===== src/hw/rtl/mhs_ram.sv =====
// ---------------------------------------------------------------------------
// mhs_ram
// generic single write, single read ram with registered read data
// ---------------------------------------------------------------------------
module mhs_ram #(
    parameter int WIDTH = 64,
    parameter int DEPTH = 64
) (
    input  logic                                   clk,
    input  logic                                   wr_en,
    input  logic [(DEPTH > 1 ? $clog2(DEPTH) : 1)-1:0] wr_addr,
    input  logic [WIDTH-1:0]                       wr_data,
    input  logic [(DEPTH > 1 ? $clog2(DEPTH) : 1)-1:0] rd_addr,
    output logic [WIDTH-1:0]                       rd_data
);

    logic [WIDTH-1:0] mem [DEPTH];

    always_ff @(posedge clk)
    begin
        if (wr_en)
        begin
            mem[wr_addr] <= wr_data;
        end
        rd_data <= mem[rd_addr];
    end

endmodule


===== config.mk =====
export PLATFORM = sky130hd
export DESIGN_NAME = mhs_ram
export DESIGN_NICKNAME = d
export VERILOG_FILES = /design/src/hw/rtl/mhs_ram.sv
export SDC_FILE = /design/constraint.sdc
export NUM_CORES = 2
export LEC_CHECK = 0
export BUFFER_PORTS_ARGS = -buffer_cell sky130_fd_sc_hd__buf_2
export CORE_ASPECT_RATIO = 0.8
export CORE_UTILIZATION = 50
export CTS_CLUSTER_DIAMETER = 40
export DETAILED_ROUTE_END_ITERATION = 12
export GPL_TIMING_DRIVEN = 1
export PLACE_DENSITY_LB_ADDON = 0.15
export SYNTH_ARGS = -nofsm -noshare
export SYNTH_HDL_FRONTEND = slang
export SYNTH_SLANG_ARGS = --single-unit

===== constraint.sdc =====
create_clock -name clk -period 7.4 [get_ports clk]
set_clock_uncertainty 0.05 [all_clocks]
set_input_delay 1.48 -clock clk [delete_from_list [all_inputs] [get_ports clk]]
set_output_delay 1.48 -clock clk [all_outputs]
set_load 0.005 [all_outputs]

== After elaboration in Yosys (flattened, before gate mapping) ==
Memory sizes are Yosys's and may differ from the RTL's. A register that Yosys moved wholly into a read port is not among the register bits.
Index checks and enable logic that the tools add are counted.
Word-level totals
  latch bits: 0
  ROM bits: 0
  register bits after elaboration: 0
  memories kept: 1
  RAM bits: 4096
  logic and storage cells: 3
Cells by class
  bitwise operators: 0
  shift-type cells: 0
  order comparisons: 0
  muxes and demuxes: 2
  $add $sub $neg: 0
  eq/ne operators: 0
  reduce and logical (&&, ||, !) cells: 0
  div/mod/pow operators: 0
  multiply operators: 0
Memories
  mem: words 64, width 64, rd ports 1, clocked after memory_dff 1, wr ports 1, line 17  | logic [WIDTH-1:0] mem [DEPTH];
Operators by type and width (count)
  $mux 1: 2

== Depth between registers and ports, before layout ==
  depth after elaboration: 2
  depth in mapped cells: 9
  gate-level depth less buffers: 5

== Least setup slack after synthesis ==
Ideal clock, no wire load.
  path type: input -> register
  start: input port wr_addr[3] in the netlist's numbering
  end: memory mem[48][0] (enable)
  setup slack: 0.434 ns
  buffers on the path: 1
  data required time: 6.786 ns
  data arrival time: 6.352 ns
  cell stages on the path: 4
  path through: clkbuf_1 -> nor2b_1 -> nand4b_1 -> nor3_1
RTL lines
  from (decl): line 11  | input logic [(DEPTH > 1 ? $clog2(DEPTH) : 1)-1:0] wr_addr,
  to (decl): line 17
Straight into the memory's write port.

==> reports/summary.txt <==
status - finished with violations
failing checks - DRC
final WL - 446 mm
Antenna Violating Nets Remaining - 0
postcts setup bufs - 0
R2R Path Start - mem[47][20]
maxcap violations - 0
CTS Hold Buffers Added - 0
CTS tree - done
Area Growth Syn to Fin - 14.8%
setup TNS - 0 ns
warnings from Yosys - 0
Worst Path Arrival - 4.78 ns
Worst Max-Slew Pin Slew - 1.41 ns
Leakage - 56.1 nW
share of layout cells above drive strength 1 - 30.4%
post-DP HPWL - 233 mm
Seq/Total Area, Yosys - 79.5%
Final Instance Count excl. Fillers - 11600
nets@finish - 7131
GR Overflow Total - 0
Slew Viols, Final - 0
port bufs - 141
Initial Utilization - 50.3%
core area - 311000 sq um
mean area per synthesized cell - 23.7 sq um
vias in the first global route - 76100
Crit. End Element - register
Worst path slowest cell - buf_12
die area - 315000 sq um
Sink Count - 4160
minimum clock period - 4.09 ns
RSZ-0062 raised after global routing - false
Startpoint Class - input port
CP Class - in -> reg
library cells used by synthesis - 33
Hold Path Origin - mem[54][0]
TritonRoute pass-1 iters - 10
leading post-synthesis cells by cell area - edfxtp_1 79%, mux4_2 15%, mux2i_1 0.86%, dfxtp_1 0.82%, a22oi_1 0.81%
Reg area - 124000 sq um
CP required - 8.09 ns
number of synthesized register bits - 4160
initial antenna violation count - 52
maximum vdd drop - 0.235 mV
Top cell by count, worst path - buf_12
DRT met1 WL - 184 mm
Min-Delay Path Class - reg -> reg
DRC viols - 12
Post-CTS Resized - 0
Critical Path Fanout Max - 81
DR vias - 76900
placed insts - 10700
Rows - 183
Ports - 142
Final GP Congestion - 0.785
drt wl/cell - 38.3 microns
DRT iter0 DRCs - 11200
most frequent cells in the layout - 4096 x edfxtp_1, 1024 x mux4_2, 486 x clkbuf_16
global router's overall resource usage - 28.5%
Clk pin slew, worst setup/hold paths - 0.06 ns
Max Buffers Root-to-Sink - 4
vias per std cell - 6.61
biggest area consumer among synthesized cells - edfxtp_1
CTS Buf Count - 478
die width - 627 microns
Tcrit/Tclk final - 55.3%
Post-Syn Instances - 6598
Top Layer Used - met5
first-pass GRT wire length - 616 mm
DR WL met2 - 201 mm
htree depth - 5
Die Y - 502 microns
worst path bufs/invs - 3
critical-path cell list - buf_12 > buf_12 > buf_4 > mux4_2 > mux2i_1 > o22ai_1 > a41oi_1 > a211oi_1
CP delay by family, top - buffers and inverters
Final Hold Viols - 0
largest net degree at the start of global routing - 121
Hold WS - 0.794 ns
total design power - 52.4 mW
Fill cells - 22400
syn_nets - 6676
Fmax - 0.245 GHz
Core Util, Final - 57.7%
PD cells - 292 nW/um^2
commonest non-fill, non-tap cell in the layout - edfxtp_1
met3 routed WL - 47.2 mm
CP startpoint - rd_addr[0]
Clk Tree Root Cell - clkbuf_16
top-area cell type share of the netlist area - 78.7%
headroom to the max-slew limit - 6.01%
setup violators final - 0
max incr delay on CP - 0.58 ns
Multi-input gate area - 30800 sq um
cell area after synthesis - 156000 sq um
clk_lat worst skew - 0.97 ns
## per-stage QoR
stage | area (sq um) | setup slack (ns)
3_3_place_gp | 163000 | 2.45
2_1_floorplan | 156000 | 0.434
5_1_grt | 179000 | 3.10
4_1_cts | 179000 | 3.38
6_report | 179000 | 3.31
3_5_place_dp | 163000 | 2.40
## synth_stat cells
cell type and instances:
a211oi_1 63, a22o_1 88, a22oi_1 168, a2bb2oi_1 19, a31o_1 1, a31oi_1 18, a41oi_1 26, and2_1 3
and3_1 64, buf_1 20, buf_2 170, buf_4 34, buf_6 6, clkbuf_1 140, dfxtp_1 64, edfxtp_1 4096
inv_1 19, mux2i_1 135, mux4_2 1024, nand2_1 58, nand2b_1 11, nand3_1 45, nand3b_1 2, nand4_1 2
nand4b_1 1, nor2_1 112, nor2b_1 28, nor3_1 2, o221ai_1 38, o22ai_1 83, or2_2 28, or3_1 29
or3b_2 1
## metal layers
metal  global-route usage, %  up-vias
met5                       0        -
met3                    6.11      686
met4                    7.85       14
met2                    41.9     4387
met1                    43.5    42300
li1                        -    29500
## area by class of cell
cell class	instances	area share, %
inverter	19	0.0397
clock buffer	540	6.95
antenna	13	0.0181
multi-input combinational	2049	17.2
tap	4162	2.90
timing repair buffer	345	1.60
sequential	4160	69.3
clock inverter	349	2.07
## logic make-up (layout without fill, tap and decap cells)
kind of cell / after synthesis / count (layout) / share of synthesized area [%]
DFF: 4160 / 4160 / 79.5
muxes: 1159 / 1159 / 15.6
AOI/OAI and AO/OA: 504 / 504 / 2.48
buffers and inverters: 389 / 1253 / 1.18
and+or+nand+nor: 386 / 386 / 1.24
other: 0 / 13 / 0
## state kept, by name (all words and copies together), names as in the netlist
register / cells
rd_data: 64
mem: 4096
## power by group
group / internal, mW / switching, mW / leakage (nW)
Sequential: 26.1 / 0.143 / 37.4
Clock: 14.2 / 9.73 / 7.73
Combinational: 0.810 / 1.41 / 11.0
## worst paths after layout
kind / end / slack (ns) / cells past startpoint
worst max-delay path: rd_data[40] / 3.31 / 8
worst min-delay path: rd_data[0] / 0.79 / 4
worst max register to register: rd_data[20] / 5.10 / 5
worst min register to register: rd_data[0] / 0.79 / 4
## worst reg2reg max path, stage by stage (launching register included)
cell and delay [ns]:
edfxtp_1 0.36, mux4_2 0.47, mux2i_1 0.70, nand2_1 0.14, a41oi_1 0.40, a211oi_1 0.11
No activity file was read; power rests on OpenSTA's default activity.
