**src/hw/rtl/mhs_pkg.sv**
```systemverilog
// ---------------------------------------------------------------------------
// mhs_pkg
// shared constants and helpers for the minhash n-gram signature block
// ---------------------------------------------------------------------------
package mhs_pkg;

    localparam int TOKEN_W    = 32;
    localparam int VALUE_W    = 64;
    localparam int SLOT_IDX_W = 6;
    localparam int CFG_IDX_W  = 2;
    localparam int CFG_DATA_W = 32;

    // murmur mixing constants
    localparam logic [VALUE_W-1:0] MIX_MUL   = 64'hc6a4a7935bd1e995;
    localparam int                 MIX_SHIFT = 47;

    // configuration register indexes
    localparam logic [CFG_IDX_W-1:0] CFG_HASH_SEED   = 2'd0;
    localparam logic [CFG_IDX_W-1:0] CFG_HASHES_USED = 2'd1;
    localparam logic [CFG_IDX_W-1:0] CFG_NGRAM_LEN   = 2'd2;

    // reset values of the configuration registers
    localparam logic [31:0] HASH_SEED_RST   = 32'd0;
    localparam logic [6:0]  HASHES_USED_RST = 7'd64;
    localparam logic [3:0]  NGRAM_LEN_RST   = 4'd3;

    // x ^ (x >> r)
    function automatic logic [VALUE_W-1:0] xor_shift(input logic [VALUE_W-1:0] x);
        return x ^ (x >> MIX_SHIFT);
    endfunction

endpackage

```
**src/hw/rtl/mhs_mul.sv**
```systemverilog
// ---------------------------------------------------------------------------
// mhs_mul
// 64-bit multiply by the mixing constant, modulo 2^64, on one 32x32 multiplier
// ---------------------------------------------------------------------------
module mhs_mul (
    input  logic                   clk,
    input  logic                   rst_n,
    input  logic                   start,
    input  logic [mhs_pkg::VALUE_W-1:0] operand,
    output logic                   done,
    output logic [mhs_pkg::VALUE_W-1:0] product
);

    import mhs_pkg::*;

    localparam logic [1:0] PH_IDLE = 2'd0;
    localparam logic [1:0] PH_LOLO = 2'd1;
    localparam logic [1:0] PH_LOHI = 2'd2;
    localparam logic [1:0] PH_HILO = 2'd3;

    localparam logic [31:0] M_LO = MIX_MUL[31:0];
    localparam logic [31:0] M_HI = MIX_MUL[63:32];

    logic [1:0]         phase_reg;
    logic               done_reg;
    logic [VALUE_W-1:0] x_reg;
    logic [VALUE_W-1:0] acc_reg;
    logic [31:0]        mul_a;
    logic [31:0]        mul_b;
    logic [63:0]        mul_p;

    // one shared multiplier, operands picked by phase
    always_comb
    begin
        mul_a = x_reg[31:0];
        mul_b = M_LO;
        case (phase_reg)
            PH_LOHI: mul_b = M_HI;
            PH_HILO: mul_a = x_reg[63:32];
            default: ;
        endcase
    end

    assign mul_p = {32'b0, mul_a} * {32'b0, mul_b};

    always_ff @(posedge clk or negedge rst_n)
    begin
        if (!rst_n)
        begin
            phase_reg <= PH_IDLE;
            done_reg  <= 1'b0;
        end
        else
        begin
            done_reg <= 1'b0;
            if (start)
            begin
                phase_reg <= PH_LOLO;
            end
            else
            begin
                case (phase_reg)
                    PH_LOLO: phase_reg <= PH_LOHI;
                    PH_LOHI: phase_reg <= PH_HILO;
                    PH_HILO:
                    begin
                        phase_reg <= PH_IDLE;
                        done_reg  <= 1'b1;
                    end
                    default: phase_reg <= PH_IDLE;
                endcase
            end
        end
    end

    // cross products only reach the upper word
    always_ff @(posedge clk)
    begin
        if (start)
        begin
            x_reg <= operand;
        end
        case (phase_reg)
            PH_LOLO: acc_reg <= mul_p;
            PH_LOHI,
            PH_HILO: acc_reg[63:32] <= acc_reg[63:32] + mul_p[31:0];
            default: ;
        endcase
    end

    assign done    = done_reg;
    assign product = acc_reg;

endmodule

```
**config.mk**
```make
export PLATFORM = sky130hd
export DESIGN_NAME = mhs_mul
export DESIGN_NICKNAME = d
export VERILOG_FILES = /design/src/hw/rtl/mhs_pkg.sv /design/src/hw/rtl/mhs_mul.sv
export SDC_FILE = /design/constraint.sdc
export NUM_CORES = 2
export LEC_CHECK = 0
export ABC_CLOCK_PERIOD_IN_PS = 19650
export BUFFER_PORTS_ARGS = -buffer_cell sky130_fd_sc_hd__buf_2
export CORE_MARGIN = 2
export CORE_UTILIZATION = 40
export CTS_CLUSTER_SIZE = 24
export DETAILED_ROUTE_END_ITERATION = 8
export HOLD_SLACK_MARGIN = 0.08
export RECOVER_POWER = 25
export SYNTH_ARGS = -nofsm -noshare
export SYNTH_HDL_FRONTEND = slang
export SYNTH_SLANG_ARGS = --single-unit
export TNS_END_PERCENT = 20
```
**constraint.sdc**
```tcl
create_clock -name clk -period 19.65 [get_ports clk]
set_input_delay 0.9825 -clock clk [delete_from_list [all_inputs] [get_ports clk]]
set_output_delay 0.9825 -clock clk [all_outputs]
set_load 0.05 [all_outputs]
```
Word-level counts from Yosys, hierarchy flattened
Cells that the tools add are included.

Flip-flop bits (word level): 131. Bits of input ports: 67. Logic and storage cells: 19.

$add $sub $neg: 1. Multipliers: 1. Eq/ne operators: 3. Multiplexer cells: 7. Reduce and logical (&&, ||, !) cells: 2.

Operator list (number): $mul A32 B32 Y64 (1); $mux W32 (2); $pmux W32 S2 (1); $add A32 B32 Y32 (1); $eq A2 B2 Y1 const B (2); $pmux W2 S2 (1); $eq A2 B1 Y1 const B (1); $mux W1 (2); $mux W2 (1); $reduce_bool A2 Y1 (1); $reduce_or A2 Y1 (1).

Longest topological paths before layout
Depth in word-level cells: 5. Mapped depth: 42. Gate-level depth less buffers: 39.

Worst setup path after synthesis
Ideal clock, no wire load.

Kind: flip-flop to flip-flop. Start point: register phase_reg[0]. End point: register acc_reg[63] (netlist: product[63]) (data pin). Library setup time: 0.151 ns. Arrival time: 10.046 ns. Required time: 19.499 ns. Setup slack: 9.453 ns. Stages on the path, launching flop included: 37. Path buffers: 3. Clock period less this slack: 10.197 ns. Path through: dfrtp_1 ha_1 clkbuf_1 clkbuf_1 buf_1 mux2i_1 inv_1 nand2_1 inv_1 ha_1 fa_1 fa_1 inv_1 fa_1 inv_1 fa_1 fa_1 fa_1 inv_1 fa_1 inv_1 ha_1 a21oi_1 o21ai_0 or2_1 o31ai_1 xnor2_1 ha_1 a21o_1 a21oi_1 o31ai_1 a21oi_2 o211ai_2 o21a_1 o31a_1 or4_4 o211ai_2.

Cells in the longest elaborated chain, start to end: 5. Elaborated cells between the ends (all ways): 9. Those cells by class: 1 x add/sub; 1 x mul; 3 x eq/ne; 3 x mux; 1 x reduce/logical.

Ends and longest elaborated chain: from (decl) (line mhs_mul.sv:24) `logic [1:0] phase_reg;`; from (signal assigned) (line mhs_mul.sv:50) `phase_reg <= PH_IDLE;`; from (signal assigned) (line mhs_mul.sv:58) `phase_reg <= PH_LOLO;`; from (signal assigned) (line mhs_mul.sv:63) `PH_LOLO: phase_reg <= PH_LOHI;`; $eq A2 B2 Y1 (line mhs_mul.sv:37) `case (phase_reg)`; $mux W32 (line mhs_mul.sv:37); $mul A32 B32 Y64 (*) (line mhs_mul.sv:44) `assign mul_p = {32'b0, mul_a} * {32'b0, mul_b};`; via mul_p[23] (line mhs_mul.sv:30) `logic [63:0] mul_p;`; $add A32 B32 Y32 (*) (line mhs_mul.sv:86) `PH_HILO: acc_reg[63:32] <= acc_reg[63:32] + mul_p[31:0];`; $pmux W32 S2 (*) (line mhs_mul.sv:83) `case (phase_reg)`; to (signal assigned) (line mhs_mul.sv:84) `PH_LOLO: acc_reg <= mul_p;`; to (signal assigned) (line mhs_mul.sv:86); to (decl) (line mhs_mul.sv:27) `logic [VALUE_W-1:0] acc_reg;`.

Mark *: on every way through the listed nets, which the timed path passes. The rest lies on a longest branch. A chain may end at the register's enable or synchronous reset.

Final worst setup path
Start point: register phase_reg[1]. End point: register acc_reg[63] (netlist: product[63]) (data pin).

The elaborated chain is that of the path after synthesis.

==> qor.tcl <==
set qor(layout-drive-gt1-share_pct) 6.70
set qor(i_o_pins) 132
set qor(final-hold-violation-count) 0
set qor(post_synth_inst_count) 2951
set qor(synth.area.top_cells) {sky130_fd_sc_hd__fa_1, sky130_fd_sc_hd__ha_1, sky130_fd_sc_hd__edfxtp_1, sky130_fd_sc_hd__inv_1, sky130_fd_sc_hd__xnor2_1}
set qor(io_buffers) 131
set qor(clock_skew_ns) 0.0113
set qor(finalMaxSlewViolations) 33
set qor(routabilityCongestion) 0.969
set qor(critPathLaunchType) {flop}
set qor(fp.coreArea_um2) 74700
set qor(dp_hpwl_mm) 80.2
set qor(yosys_reg_bits) 131
set qor(failing_checks) {capacitance limit, slew limit}
set qor(grt_use_met2_pct) 39.6
set qor(initial_util_pct) 40.6
set qor(die_height_um) 279
set qor(layout-area-overhead-vs-synth_pct) 7.62
set qor(cp_num_buf_inv) 9
set qor(r2r_cells) 36
set qor(syn-cell-area_um2) 30300
set qor(leftover_overflow_at_the_end_of_global_routing) 0
set qor(synth.distinct_cells) 67
set qor(post-route-period-util_pct) 57.7
set qor(worst_skew_pair_latency_ns) 0.49
set qor(final_cell_area_um2) 32600
set qor(antenna_violating_nets_post_route) 0
set qor(total_area_of_multi_input_combinational_cells_um2) 23200
set qor(worst_setup_hold_path_clk_slew_ns) 0.07
set qor(worst-endpoint-required_ns) 19.99
set qor(yosysTopAreaCell) {sky130_fd_sc_hd__fa_1}
set qor(drt_pass1_iterations) 5
set qor(clock_path_buffers) 2
set qor(dpl_cell_area_um2) 32000
set qor(layout.filler_cells) 7214
set qor(cp_slowest_cell) {sky130_fd_sc_hd__mux2i_1}
set qor(end_kind) {flop}
set qor(total_number_of_vias) 20608
set qor(use_met3_pct) 4.36
set qor(crit_path_max_fanout) 35
set qor(cts.repair.resized) 0
set qor(worst-setup-path-type) {flop to flop}
set qor(sequential_cell_area_um2) 3920
set qor(layout.nets) 4165
set qor(fmax_mhz) 88.1
set qor(grt_first_pass_wirelength_mm) 137
set qor(synthesis.yosys.warnings) 0
set qor(seq_area_frac_synth_pct) 12.9
set qor(timing.critical_path.arrival_ns) 11.69
set qor(grt_use_met1_pct) 31.5
set qor(h-tree-depth) 4
set qor(numCtsBuffers) 17
set qor(cts_hold_repair.buffers) 0
set qor(worst_hold_path_type) {input pin to async pin}
set qor(worstSetupPathDepth) 36
set qor(rsz0062_at_grt) {false}
set qor(chipWidth_um) 279
set qor(drc) 0
set qor(setup_total_negative_slack_ns) 0
set qor(run_status) {finished with violations}
set qor(asr_flop_ratio_synth_pct) 2.29
set qor(maxCapViolCount) 1
set qor(most-common-layout-cells) {sky130_fd_sc_hd__inv_1, sky130_fd_sc_hd__fa_1, sky130_fd_sc_hd__ha_1}
set qor(largest_net_degree_at_the_start_of_global_routing) 61
set qor(max_slew.worst_pin.slew_ns) 2.30
set qor(routed_wire_per_std_cell_um) 22.6
set qor(grt_antenna_before_repair) 2
set qor(vias_per_cell) 5.11
set qor(area_share_of_the_largest_cell_type_after_synthesis_pct) 40.7
set qor(cts-root-buf) {sky130_fd_sc_hd__clkbuf_16}
set qor(die-area_um2) 78000
set qor(drt_iter0_markers) 1475
set qor(timing.max_slew.rel_slack_pct) -53.6
set qor(setup-violations-final) 0
set qor(detail_route.wirelength_mm) 90.9
set qor(hold_slack_ns) 0.437
set qor(ys.flop_type) {sky130_fd_sc_hd__edfxtp_1}
set qor(num_rows) 100
set qor(top_usage_layer) {met2}
set qor(clock_sinks) 131
set qor(groute.usage.overall_pct) 24.1
set qor(reg2reg_slack_ns) 8.30
set qor(finalWorstPathRequiredPeriod_ns) 11.35
set qor(postSynthAreaPerCell_um2) 10.3
set qor(most_common_cell_after_layout_fill_and_taps_aside) {sky130_fd_sc_hd__inv_1}
set qor(cpPeakStageDelay_ns) 1.00
set qor(postCtsSetupBuffers) 0
set qor(tritoncts) {done}
set qor(grt_pass1_vias) 21990
set qor(crit_path_max_delay_family) {adder cells}
set qor(number_of_enable_flip_flop_cells_after_synthesis) 128
[area by class of cell]
class | instances | area share (%)
multi-input cells | 1962 | 71.0
flip-flops and latches | 131 | 12.0
inverters | 786 | 9.05
well taps | 969 | 3.72
repair buffers | 148 | 2.38
clock buffers | 17 | 1.30
clock inverters | 15 | 0.480
diodes | 1 | 0.00767
[cell families (layout without fill, tap and decap cells)]
group,count (synthesis),in the layout,synth area share (%)
xor gates and xnor gates,104,104,3.01
AOI/OAI and AO/OA,366,366,7.53
muxes,34,34,1.14
adders and majority gates,1052,1052,58.7
DFF,131,131,12.9
and+or+nand+nor,400,400,5.98
other,2,7,0.0248
buffers and inverters,862,966,10.7
[worst register-to-register path, delay by kind of cell, from the launching register on]
kind / cells / cell delay [ns]
muxes: 1 / 1.10
adders and majority gates: 11 / 4.65
and+or+nand+nor: 3 / 1.17
xor gates and xnor gates: 1 / 0.22
buffers and inverters: 9 / 1.58
AOI/OAI and AO/OA: 11 / 2.10
DFF: 1 / 0.38
[cell usage after synthesis, types with 11 or more instances]
cell and instances:
sky130_fd_sc_hd__a21o_1 53, sky130_fd_sc_hd__a21oi_1 119, sky130_fd_sc_hd__a31oi_1 15, sky130_fd_sc_hd__and3_1 12
sky130_fd_sc_hd__clkbuf_1 71, sky130_fd_sc_hd__edfxtp_1 128, sky130_fd_sc_hd__fa_1 616, sky130_fd_sc_hd__ha_1 436
sky130_fd_sc_hd__inv_1 783, sky130_fd_sc_hd__mux2i_1 29, sky130_fd_sc_hd__nand2_1 149, sky130_fd_sc_hd__nand3_1 21
sky130_fd_sc_hd__nand4_1 27, sky130_fd_sc_hd__nor2_1 119, sky130_fd_sc_hd__nor2b_1 12, sky130_fd_sc_hd__nor3_1 17
sky130_fd_sc_hd__o21ai_0 65, sky130_fd_sc_hd__o21ai_1 18, sky130_fd_sc_hd__o21bai_1 28, sky130_fd_sc_hd__or2_2 11
sky130_fd_sc_hd__xnor2_1 71, sky130_fd_sc_hd__xor2_1 33
[through the flow]
stage	setup WS [ns]	std cells	util, %
finish	8.30	4029	43.7
global route	7.69	4028	43.7
CTS	8.39	4028	43.7
detailed placement	8.44	3996	42.9
global placement	8.48	3996	42.9
floorplan	9.45	2955	-
[routing by layer]
| layer | vias to the layer above | routed length (um) |
|---|---|---|
| met5 | - | 9 |
| met1 | 10391 | 37300 |
| met4 | 2 | 3570 |
| li1 | 9448 | - |
| met3 | 116 | 5770 |
| met2 | 651 | 44300 |
[final timing paths]
path	startpoint	to
min in group clk	operand[56]	x_reg[56]
worst min-delay path	rst_n	phase_reg[1]
max in group asynchronous	rst_n	done
worst min register to register	product[32]	product[32]
worst max-delay path	phase_reg[1]	product[63]
worst max register to register	phase_reg[1]	product[63]
Power is not shown: default switching activity piles up to over one toggle a cycle in this logic, so the estimate is an artifact.
